[config.mk]
export PLATFORM = sky130hd
export DESIGN_NAME = box_area_weighted_centroid
export DESIGN_NICKNAME = d
export VERILOG_FILES = /design/src/rtl/core/bawc_pkg.sv /design/src/rtl/core/bawc_front.sv /design/src/rtl/core/bawc_fifo.sv /design/src/rtl/core/bawc_back.sv /design/src/rtl/core/box_area_weighted_centroid.sv
export SDC_FILE = /design/constraint.sdc
export NUM_CORES = 2
export LEC_CHECK = 0
export BUFFER_PORTS_ARGS = -buffer_cell sky130_fd_sc_hd__clkbuf_2
export CAP_MARGIN = 5
export CORE_ASPECT_RATIO = 0.75
export CORE_MARGIN = 2
export CORE_UTILIZATION = 45
export DETAILED_ROUTE_END_ITERATION = 10
export HOLD_SLACK_MARGIN = 0.08
export PLACE_DENSITY = 0.66
export SETUP_SLACK_MARGIN = 0.1
export SYNTH_ARGS = -nofsm -noshare
export SYNTH_HDL_FRONTEND = slang
export SYNTH_SLANG_ARGS = --single-unit
[constraint.sdc]
create_clock -name clk_i -period 10.3 [get_ports clk_i]
set_clock_uncertainty 0.2 [all_clocks]
set_input_delay 1.03 -clock clk_i [delete_from_list [all_inputs] [get_ports clk_i]]
set_output_delay 1.03 -clock clk_i [all_outputs]
set_load 0.02 [all_outputs]
[src/rtl/core/bawc_pkg.sv]
`timescale 1ns / 1ps
`default_nettype none

package bawc_pkg;

  // Set limits and field widths
  localparam int unsigned MAX_BOXES  = 256;
  localparam int unsigned COORD_BITS = 12;
  localparam int unsigned CEN_W      = COORD_BITS + 1;              // centre / centroid
  localparam int unsigned CNT_W      = $clog2(MAX_BOXES + 1);       // boxes in a set
  localparam int unsigned SET_W      = $clog2(MAX_BOXES);           // growth of a set sum
  localparam int unsigned MASS_W     = 2 * COORD_BITS;
  localparam int unsigned PROD_W     = MASS_W + CEN_W;
  localparam int unsigned ACC_W      = PROD_W + SET_W;
  localparam int unsigned MSUM_W     = MASS_W + SET_W;

  // Divider: one quotient bit per step
  localparam int unsigned QUO_W  = CEN_W;
  localparam int unsigned STEP_W = $clog2(QUO_W);

  // Set queue between front and back
  localparam int unsigned QDEPTH = 2;
  localparam int unsigned QPTR_W = (QDEPTH > 1) ? $clog2(QDEPTH) : 1;
  localparam int unsigned QCNT_W = $clog2(QDEPTH + 1);

  typedef struct packed {
    logic [COORD_BITS-1:0] box_x;
    logic [COORD_BITS-1:0] box_y;
    logic [COORD_BITS-1:0] box_w;
    logic [COORD_BITS-1:0] box_h;
    logic                  last_box;
  } box_t;

  typedef struct packed {
    logic [CEN_W-1:0] centroid_x;
    logic [CEN_W-1:0] centroid_y;
    logic             zero_mass;
    logic             too_many_boxes;
  } res_t;

  // Finished set totals handed from front to back
  typedef struct packed {
    logic [ACC_W-1:0]  wx_sum;
    logic [ACC_W-1:0]  wy_sum;
    logic [MSUM_W-1:0] mass_sum;
    logic              ovf;
  } set_tot_t;

  // Queue status seen by both sides
  typedef struct packed {
    logic              empty;
    logic [QCNT_W-1:0] count;
  } q_stat_t;

endpackage

`default_nettype wire

[src/rtl/core/bawc_front.sv]
`timescale 1ns / 1ps
`default_nettype none

module bawc_front (
  input  wire logic               clk_i,
  input  wire logic               rst_ni,
  input  wire logic               push_i,
  output logic                    full_o,
  input  wire bawc_pkg::box_t     box_i,
  input  wire bawc_pkg::q_stat_t  q_stat_i,
  output logic                    q_push_o,
  output bawc_pkg::set_tot_t      q_data_o
);
  import bawc_pkg::*;

  logic               accept;
  logic               keep;
  logic [CNT_W-1:0]   cnt_q, cnt_d;

  // stage 1: mass and centre
  logic               s1_vld_q, s1_last_q, s1_ovf_q;
  logic [MASS_W-1:0]  s1_mass_q;
  logic [CEN_W-1:0]   s1_cx_q, s1_cy_q;

  // stage 2: weighted centre
  logic               s2_vld_q, s2_last_q, s2_ovf_q;
  logic [MASS_W-1:0]  s2_mass_q;
  logic [PROD_W-1:0]  s2_px_q, s2_py_q;

  // accumulators
  logic [ACC_W-1:0]   wx_q, wx_d, wy_q, wy_d;
  logic [MSUM_W-1:0]  m_q, m_d;
  logic               ovf_q, ovf_d;

  logic [QCNT_W:0]    need;

  // reserve a queue slot for every set end still in the pipe
  assign need   = {1'b0, q_stat_i.count}
                + (QCNT_W+1)'(s1_vld_q & s1_last_q)
                + (QCNT_W+1)'(s2_vld_q & s2_last_q);
  assign full_o = (need >= (QCNT_W+1)'(QDEPTH));
  assign accept = push_i & ~full_o;
  assign keep   = (cnt_q < CNT_W'(MAX_BOXES));

  always_comb begin
    cnt_d = cnt_q;
    if (accept) begin
      if (box_i.last_box) begin
        cnt_d = '0;
      end else if (keep) begin
        cnt_d = cnt_q + CNT_W'(1);
      end
    end
  end

  always_ff @(posedge clk_i or negedge rst_ni) begin
    if (!rst_ni) begin
      cnt_q    <= '0;
      s1_vld_q <= 1'b0;
      s2_vld_q <= 1'b0;
      wx_q     <= '0;
      wy_q     <= '0;
      m_q      <= '0;
      ovf_q    <= 1'b0;
    end else begin
      cnt_q    <= cnt_d;
      s1_vld_q <= accept;
      s2_vld_q <= s1_vld_q;
      wx_q     <= wx_d;
      wy_q     <= wy_d;
      m_q      <= m_d;
      ovf_q    <= ovf_d;
    end
  end

  // a dropped box carries zero mass
  always_ff @(posedge clk_i) begin
    if (accept) begin
      s1_last_q <= box_i.last_box;
      s1_ovf_q  <= ~keep;
      s1_mass_q <= keep ? (MASS_W'(box_i.box_w) * MASS_W'(box_i.box_h)) : '0;
      s1_cx_q   <= {1'b0, box_i.box_x} + CEN_W'(box_i.box_w >> 1);
      s1_cy_q   <= {1'b0, box_i.box_y} + CEN_W'(box_i.box_h >> 1);
    end
    s2_last_q <= s1_last_q;
    s2_ovf_q  <= s1_ovf_q;
    s2_mass_q <= s1_mass_q;
    s2_px_q   <= PROD_W'(s1_mass_q) * PROD_W'(s1_cx_q);
    s2_py_q   <= PROD_W'(s1_mass_q) * PROD_W'(s1_cy_q);
  end

  always_comb begin
    q_data_o.wx_sum   = wx_q + ACC_W'(s2_px_q);
    q_data_o.wy_sum   = wy_q + ACC_W'(s2_py_q);
    q_data_o.mass_sum = m_q + MSUM_W'(s2_mass_q);
    q_data_o.ovf      = ovf_q | s2_ovf_q;
    q_push_o          = s2_vld_q & s2_last_q;

    wx_d  = wx_q;
    wy_d  = wy_q;
    m_d   = m_q;
    ovf_d = ovf_q;
    if (s2_vld_q) begin
      if (s2_last_q) begin
        wx_d  = '0;
        wy_d  = '0;
        m_d   = '0;
        ovf_d = 1'b0;
      end else begin
        wx_d  = q_data_o.wx_sum;
        wy_d  = q_data_o.wy_sum;
        m_d   = q_data_o.mass_sum;
        ovf_d = q_data_o.ovf;
      end
    end
  end

endmodule

`default_nettype wire

[src/rtl/core/bawc_fifo.sv]
`timescale 1ns / 1ps
`default_nettype none

module bawc_fifo (
  input  wire logic                clk_i,
  input  wire logic                rst_ni,
  input  wire logic                push_i,
  input  wire bawc_pkg::set_tot_t  data_i,
  input  wire logic                pop_i,
  output bawc_pkg::set_tot_t       data_o,
  output bawc_pkg::q_stat_t        stat_o
);
  import bawc_pkg::*;

  set_tot_t           mem [QDEPTH];
  logic [QPTR_W-1:0]  wr_q, rd_q;
  logic [QCNT_W-1:0]  cnt_q;
  logic               do_pop;

  assign do_pop       = pop_i & (cnt_q != '0);
  assign stat_o.empty = (cnt_q == '0);
  assign stat_o.count = cnt_q;
  assign data_o       = mem[rd_q];

  always_ff @(posedge clk_i) begin
    if (push_i) begin
      mem[wr_q] <= data_i;
    end
  end

  always_ff @(posedge clk_i or negedge rst_ni) begin
    if (!rst_ni) begin
      wr_q  <= '0;
      rd_q  <= '0;
      cnt_q <= '0;
    end else begin
      if (push_i) begin
        wr_q <= (wr_q == QPTR_W'(QDEPTH - 1)) ? '0 : wr_q + QPTR_W'(1);
      end
      if (do_pop) begin
        rd_q <= (rd_q == QPTR_W'(QDEPTH - 1)) ? '0 : rd_q + QPTR_W'(1);
      end
      cnt_q <= cnt_q + QCNT_W'(push_i) - QCNT_W'(do_pop);
    end
  end

endmodule

`default_nettype wire

[src/rtl/core/bawc_back.sv]
`timescale 1ns / 1ps
`default_nettype none

module bawc_back (
  input  wire logic                clk_i,
  input  wire logic                rst_ni,
  input  wire bawc_pkg::q_stat_t   q_stat_i,
  input  wire bawc_pkg::set_tot_t  q_data_i,
  output logic                     q_pop_o,
  output logic                     empty_o,
  input  wire logic                pop_i,
  output bawc_pkg::res_t           res_o
);
  import bawc_pkg::*;

  localparam logic [1:0] ST_IDLE = 2'd0;
  localparam logic [1:0] ST_DIV  = 2'd1;
  localparam logic [1:0] ST_DONE = 2'd2;

  logic [1:0]         st_q, st_d;
  logic [STEP_W-1:0]  step_q;
  logic [ACC_W-1:0]   remx_q, remy_q, dsh_q;
  logic [QUO_W-1:0]   qx_q, qy_q;
  logic               zero_q, ovf_q;
  logic               out_vld_q;
  res_t               out_q;
  logic               gex, gey, load, emit;

  assign gex = (remx_q >= dsh_q);
  assign gey = (remy_q >= dsh_q);

  assign load    = (st_q == ST_IDLE) & ~q_stat_i.empty;
  assign emit    = (st_q == ST_DONE) & (~out_vld_q | pop_i);
  assign q_pop_o = load;
  assign empty_o = ~out_vld_q;
  assign res_o   = out_q;

  always_comb begin
    st_d = st_q;
    unique case (st_q)
      ST_IDLE: if (load) st_d = ST_DIV;
      ST_DIV:  if (step_q == '0) st_d = ST_DONE;
      ST_DONE: if (emit) st_d = ST_IDLE;
      default: st_d = ST_IDLE;
    endcase
  end

  always_ff @(posedge clk_i or negedge rst_ni) begin
    if (!rst_ni) begin
      st_q      <= ST_IDLE;
      step_q    <= '0;
      out_vld_q <= 1'b0;
    end else begin
      st_q <= st_d;
      if (load) begin
        step_q <= STEP_W'(QUO_W - 1);
      end else if (st_q == ST_DIV) begin
        step_q <= step_q - STEP_W'(1);
      end
      if (emit) begin
        out_vld_q <= 1'b1;
      end else if (pop_i) begin
        out_vld_q <= 1'b0;
      end
    end
  end

  // restoring division, divisor walks down from its top alignment
  always_ff @(posedge clk_i) begin
    if (load) begin
      remx_q <= q_data_i.wx_sum;
      remy_q <= q_data_i.wy_sum;
      dsh_q  <= ACC_W'(q_data_i.mass_sum) << (QUO_W - 1);
      zero_q <= (q_data_i.mass_sum == '0);
      ovf_q  <= q_data_i.ovf;
    end else if (st_q == ST_DIV) begin
      remx_q <= gex ? (remx_q - dsh_q) : remx_q;
      remy_q <= gey ? (remy_q - dsh_q) : remy_q;
      qx_q   <= {qx_q[QUO_W-2:0], gex};
      qy_q   <= {qy_q[QUO_W-2:0], gey};
      dsh_q  <= dsh_q >> 1;
    end
    if (emit) begin
      out_q.centroid_x     <= zero_q ? '0 : qx_q;
      out_q.centroid_y     <= zero_q ? '0 : qy_q;
      out_q.zero_mass      <= zero_q;
      out_q.too_many_boxes <= ovf_q;
    end
  end

endmodule

`default_nettype wire

[src/rtl/core/box_area_weighted_centroid.sv]
// Channel  | Handshake     | Payload | Beat
// ---------+---------------+---------+--------------------------------------
// box in   | push / full   | box_i   | one box (x, y, w, h, last_box)
// result   | empty / pop   | res_o   | one centroid per set, on its last box
//
// Boxes are taken one per cycle while full is low; an accepted box passes the mass
// and centre, weighted centre and sum registers. A set end is queued (2 entries)
// to a shared restoring divider that yields one quotient bit of x and y per cycle:
// each set takes a pop, 13 steps and a write. full rises when queue plus set ends
// in flight fill the queue; a held result stalls the divider, and full follows once
// the queue fills. Reset is async, active low; no clearing pass.
`timescale 1ns / 1ps
`default_nettype none

module box_area_weighted_centroid (
  input  wire logic            clk_i,
  input  wire logic            rst_ni,
  input  wire logic            push,
  output logic                 full,
  input  wire bawc_pkg::box_t  box_i,
  output logic                 empty,
  input  wire logic            pop,
  output bawc_pkg::res_t       res_o
);
  import bawc_pkg::*;

  // front -> queue
  logic      q_push;
  set_tot_t  q_wdata;
  // queue -> back
  set_tot_t  q_rdata;
  q_stat_t   q_stat;
  logic      q_pop;

  // Accepts boxes, drops those past MAX_BOXES, keeps per-set sums.
  bawc_front u_front (
    .clk_i    (clk_i),
    .rst_ni   (rst_ni),
    .push_i   (push),
    .full_o   (full),
    .box_i    (box_i),
    .q_stat_i (q_stat),
    .q_push_o (q_push),
    .q_data_o (q_wdata)
  );

  // Finished set totals wait here while the divider is busy.
  bawc_fifo u_fifo (
    .clk_i  (clk_i),
    .rst_ni (rst_ni),
    .push_i (q_push),
    .data_i (q_wdata),
    .pop_i  (q_pop),
    .data_o (q_rdata),
    .stat_o (q_stat)
  );

  // Divides the sums and holds the result beat in its output register.
  bawc_back u_back (
    .clk_i    (clk_i),
    .rst_ni   (rst_ni),
    .q_stat_i (q_stat),
    .q_data_i (q_rdata),
    .q_pop_o  (q_pop),
    .empty_o  (empty),
    .pop_i    (pop),
    .res_o    (res_o)
  );

`ifndef ASSERT_OFF
  // slot reservation in the front must keep the queue from overrunning
  a_no_overrun: assert property (@(posedge clk_i) disable iff (!rst_ni)
    q_push |-> (q_stat.count < QCNT_W'(QDEPTH)))
    else $error("set queue overrun");

  a_no_underrun: assert property (@(posedge clk_i) disable iff (!rst_ni)
    q_pop |-> !q_stat.empty)
    else $error("set queue underrun");

  a_zero_mass: assert property (@(posedge clk_i) disable iff (!rst_ni)
    (!empty && res_o.zero_mass) |-> (res_o.centroid_x == '0 && res_o.centroid_y == '0))
    else $error("zero mass result with nonzero centroid");

  // weighted mean cannot exceed the largest possible box centre
  a_range: assert property (@(posedge clk_i) disable iff (!rst_ni)
    !empty |-> (res_o.centroid_x <= CEN_W'(2 * ((1 << COORD_BITS) - 1) / 2 +
                                           ((1 << COORD_BITS) - 1) / 2)))
    else $error("centroid out of range");
`endif

endmodule

`default_nettype wire
==> out/metrics.yaml <==
drt-initial-drc-count: 3654
fin_util_pct: 48.9
syn_area_per_cell_um2: 10.1
crit_buf_inv: 3
syn-instance-count: 6034
synth_top_area_share_pct: 23.6
synth_area_mm2: 0.0607
core_area_mm2: 0.134
htree_levels: 3
ant_nets: 0
cp_top_family: "adder cells"
cts.sinks: 733
design_area_mm2: 0.0654
yosys_warnings: 0
vias: 43179
ys_types: 93
antenna_found_initial: 7
critPathArrivalTime_ps: 7040
synthArstFlopShare_pct: 19.8
clock_path_buffers: 3
synth-main-ff-cell: "edfxtp_1"
dr.pass1.iters: 6
ys_top_cells_by_count: "inv_1 (869), nand2_1 (676), fa_1 (591)"
synth_edf_count: 476
drv_slew: 0
worstPathMaxFanout: 24
via_per_inst: 5.52
worstReg2RegStart: "u_front.s1_cx_q[2]$_DFFE_PP_"
hpwl_um: 117000
grt_max_degree: 115
drive_above_1_share_pct: 5.42
dieWidth_um: 428
cpMaxStageDelayCell: "edfxtp_1"
worstHoldEndpoint: "u_front.s2_ovf_q$_DFF_P_"
rows: 116
ioPinCount: 83
tightest_slew_ps: 1130
cts-root-buf: "clkbuf_16"
hold_path_depth: 0
maxSlewHeadroom_pct: 24.8
max_stage_delay_ps: 1100
cts.clk_slew.worst_paths_ps: 60
dpl-instance-area_mm2: 0.0628
fin_nets: 7068
cts_tree: "built"
clock_latency_ps: 680
gp_congestion: 0.915
drt_wl_total_um: 156000
finalHoldViolations: 0
hold_path.class: "flip-flop to flip-flop"
rrSetupSlack_ps: 3600
post-synth-top-count-cell: "inv_1"
finalCriticalPeriod_ps: 6700
critical_path_class: "flip-flop to flip-flop"
area_growth_pct: 7.72
ys_top_cells_by_area: "edfxtp_1 (24%), fa_1 (19%), ha_1 (9.1%), dfrtp_1 (6.0%), inv_1 (5.4%)"
cap_violations: 0
timing.rr.end: "u_front.s2_px_q[34]$_DFF_P_"
rsz0062_at_grt: "false"
r2r_cells: 18
period_share_pct: 65.0
die-area_mm2: 0.138
crit_path_end_kind: "flip-flop"
path_common_cell: "fa_1"
ys_ff_latch: 733
port_buffers: 82
start_util_pct: 45.4
drc: 0
worstPathRequired_ps: 10650
ys_seq_area_share_pct: 33.2
die_y_um: 322
hp-start: "u_front.s1_ovf_q$_DFFE_PP_"
grt_pass1_wl_um: 246000
cts_buffers: 75
grt_pass1_vias: 42922
post_drt_wl_per_cell_um: 20.0
outcome: "complete, no violations"
fmax_ghz: 0.149
worstPathCellList: "nand2_1 -> fa_1 -> inv_1 -> fa_1 -> fa_1 -> fa_1 -> inv_1 -> fa_1 -> inv_1 -> ha_1 -> nand4_1 -> or3_1 -> or4_1 -> o2111ai_1 -> a31o_2 -> a21o_1 -> a21oi_1 -> xnor2_1"
grt.total_usage_pct: 22.8
fin_tns_setup_ps: 0
crit_cells: 18
yosys.area.top_type: "edfxtp_1"
globalRouteOverflowTotal: 0
worstSetupStartpointType: "flip-flop"
synth_nets: 7117
finalSetupViolations: 0
## kinds of logic (layout without fill, tap and decap cells)
group	after synthesis	after routing	synth area share, %
buffers and inverters	1131	1145	7.01
flip-flops	733	733	33.2
XOR/XNOR	286	286	4.13
multiplexers	110	110	1.85
AO/OA/AOI/OAI	1124	1124	12.3
other	0	1	0
AND/OR/NAND/NOR	1620	1620	12.9
adder cells (fa/ha/maj)	1030	1030	28.5
## placed cells by master (no fill, tap or decap), types with 153 or more instances in the layout
master	n
a21o_1	153
a21oi_1	333
and2_1	328
edfxtp_1	476
fa_1	591
ha_1	439
inv_1	868
nand2_1	675
nor2_1	214
o21ai_0	154
xnor2_1	184
## per-layer routing
metal	GRT usage, %	up-vias	share of wire [%]
met5	0	-	0.0083
met4	5.34	2	2.1
met3	4.09	197	7.7
met2	33.7	1366	42
met1	34.6	21549	48
li1	-	20065	-
## worst reg2reg max path: cells and delay by family (launching register included)
| family | cells | cell delay (ps) |
|---|---|---|
| AOI/OAI and AO/OA | 4 | 750 |
| and+or+nand+nor | 4 | 1310 |
| xor gates and xnor gates | 1 | 130 |
| buffers and inverters | 3 | 140 |
| DFF | 1 | 1100 |
| adders and majority gates | 6 | 2950 |
## repair_timing
item,CTS,global route
gates resized for setup,0,0
setup buffers,0,0
endpoints found under the hold margin,27,0
hold buffers,1,0
## metrics by stage
step                      std cells  hold slack, ps  setup WS [ps]
after floorplan                6034             123           3600
after global placement         7677             136           3690
after detailed placement       7677             129           3580
after CTS                      7818             143           3660
after global routing           7818             150           3240
final                          7819             141           3600
## how the worst max path moves through the flow
stage | end | slack, ps | start
6_report | u_front.s2_px_q[34]$_DFF_P_ | 3600 | u_front.s1_cx_q[2]$_DFFE_PP_
3_3_place_gp | u_front.s2_py_q[35]$_DFF_P_ | 3690 | u_front.s1_mass_q[4]$_SDFFCE_PP0P_
4_1_cts | u_front.s2_py_q[35]$_DFF_P_ | 3660 | u_front.s1_mass_q[4]$_SDFFCE_PP0P_
5_1_grt | u_front.s2_px_q[34]$_DFF_P_ | 3240 | u_front.s1_cx_q[2]$_DFFE_PP_
3_5_place_dp | u_front.s1_mass_q[23]$_SDFFCE_PP0P_ | 3580 | box_i[7]
2_1_floorplan | u_fifo.mem[0][0]$_DFFE_PP_ | 3600 | u_front.s2_last_q$_DFF_P_
## cell type report
type / instances / area (µm²)
antenna: 1 / 2.50
clock buffer: 90 / 2000
clock inverter: 50 / 574
fill: 12263 / 68300
inverter: 872 / 3280
multi-input combinational: 4170 / 36300
sequential: 733 / 20200
tap: 1770 / 2210
timing repair buffer: 133 / 815
## registers in the layout, summed over array words and instances, names as in the netlist, 4 cells and up
register / cells
u_back.qy_q: 13
u_front.s1_cy_q: 13
u_front.s2_py_q: 37
u_front.s1_mass_q: 24
u_fifo.mem: 246
u_front.m_q: 32
u_back.dsh_q: 44
u_front.s2_mass_q: 24
u_back.remy_q: 45
u_front.wx_q: 45
u_back.step_q: 4
u_front.cnt_q: 9
u_back.res_o: 28
u_front.wy_q: 45
u_front.s1_cx_q: 13
u_back.qx_q: 13
u_back.remx_q: 45
u_front.s2_px_q: 37
Power is not shown: default switching activity piles up to over one toggle a cycle in this logic, so the estimate is an artifact.
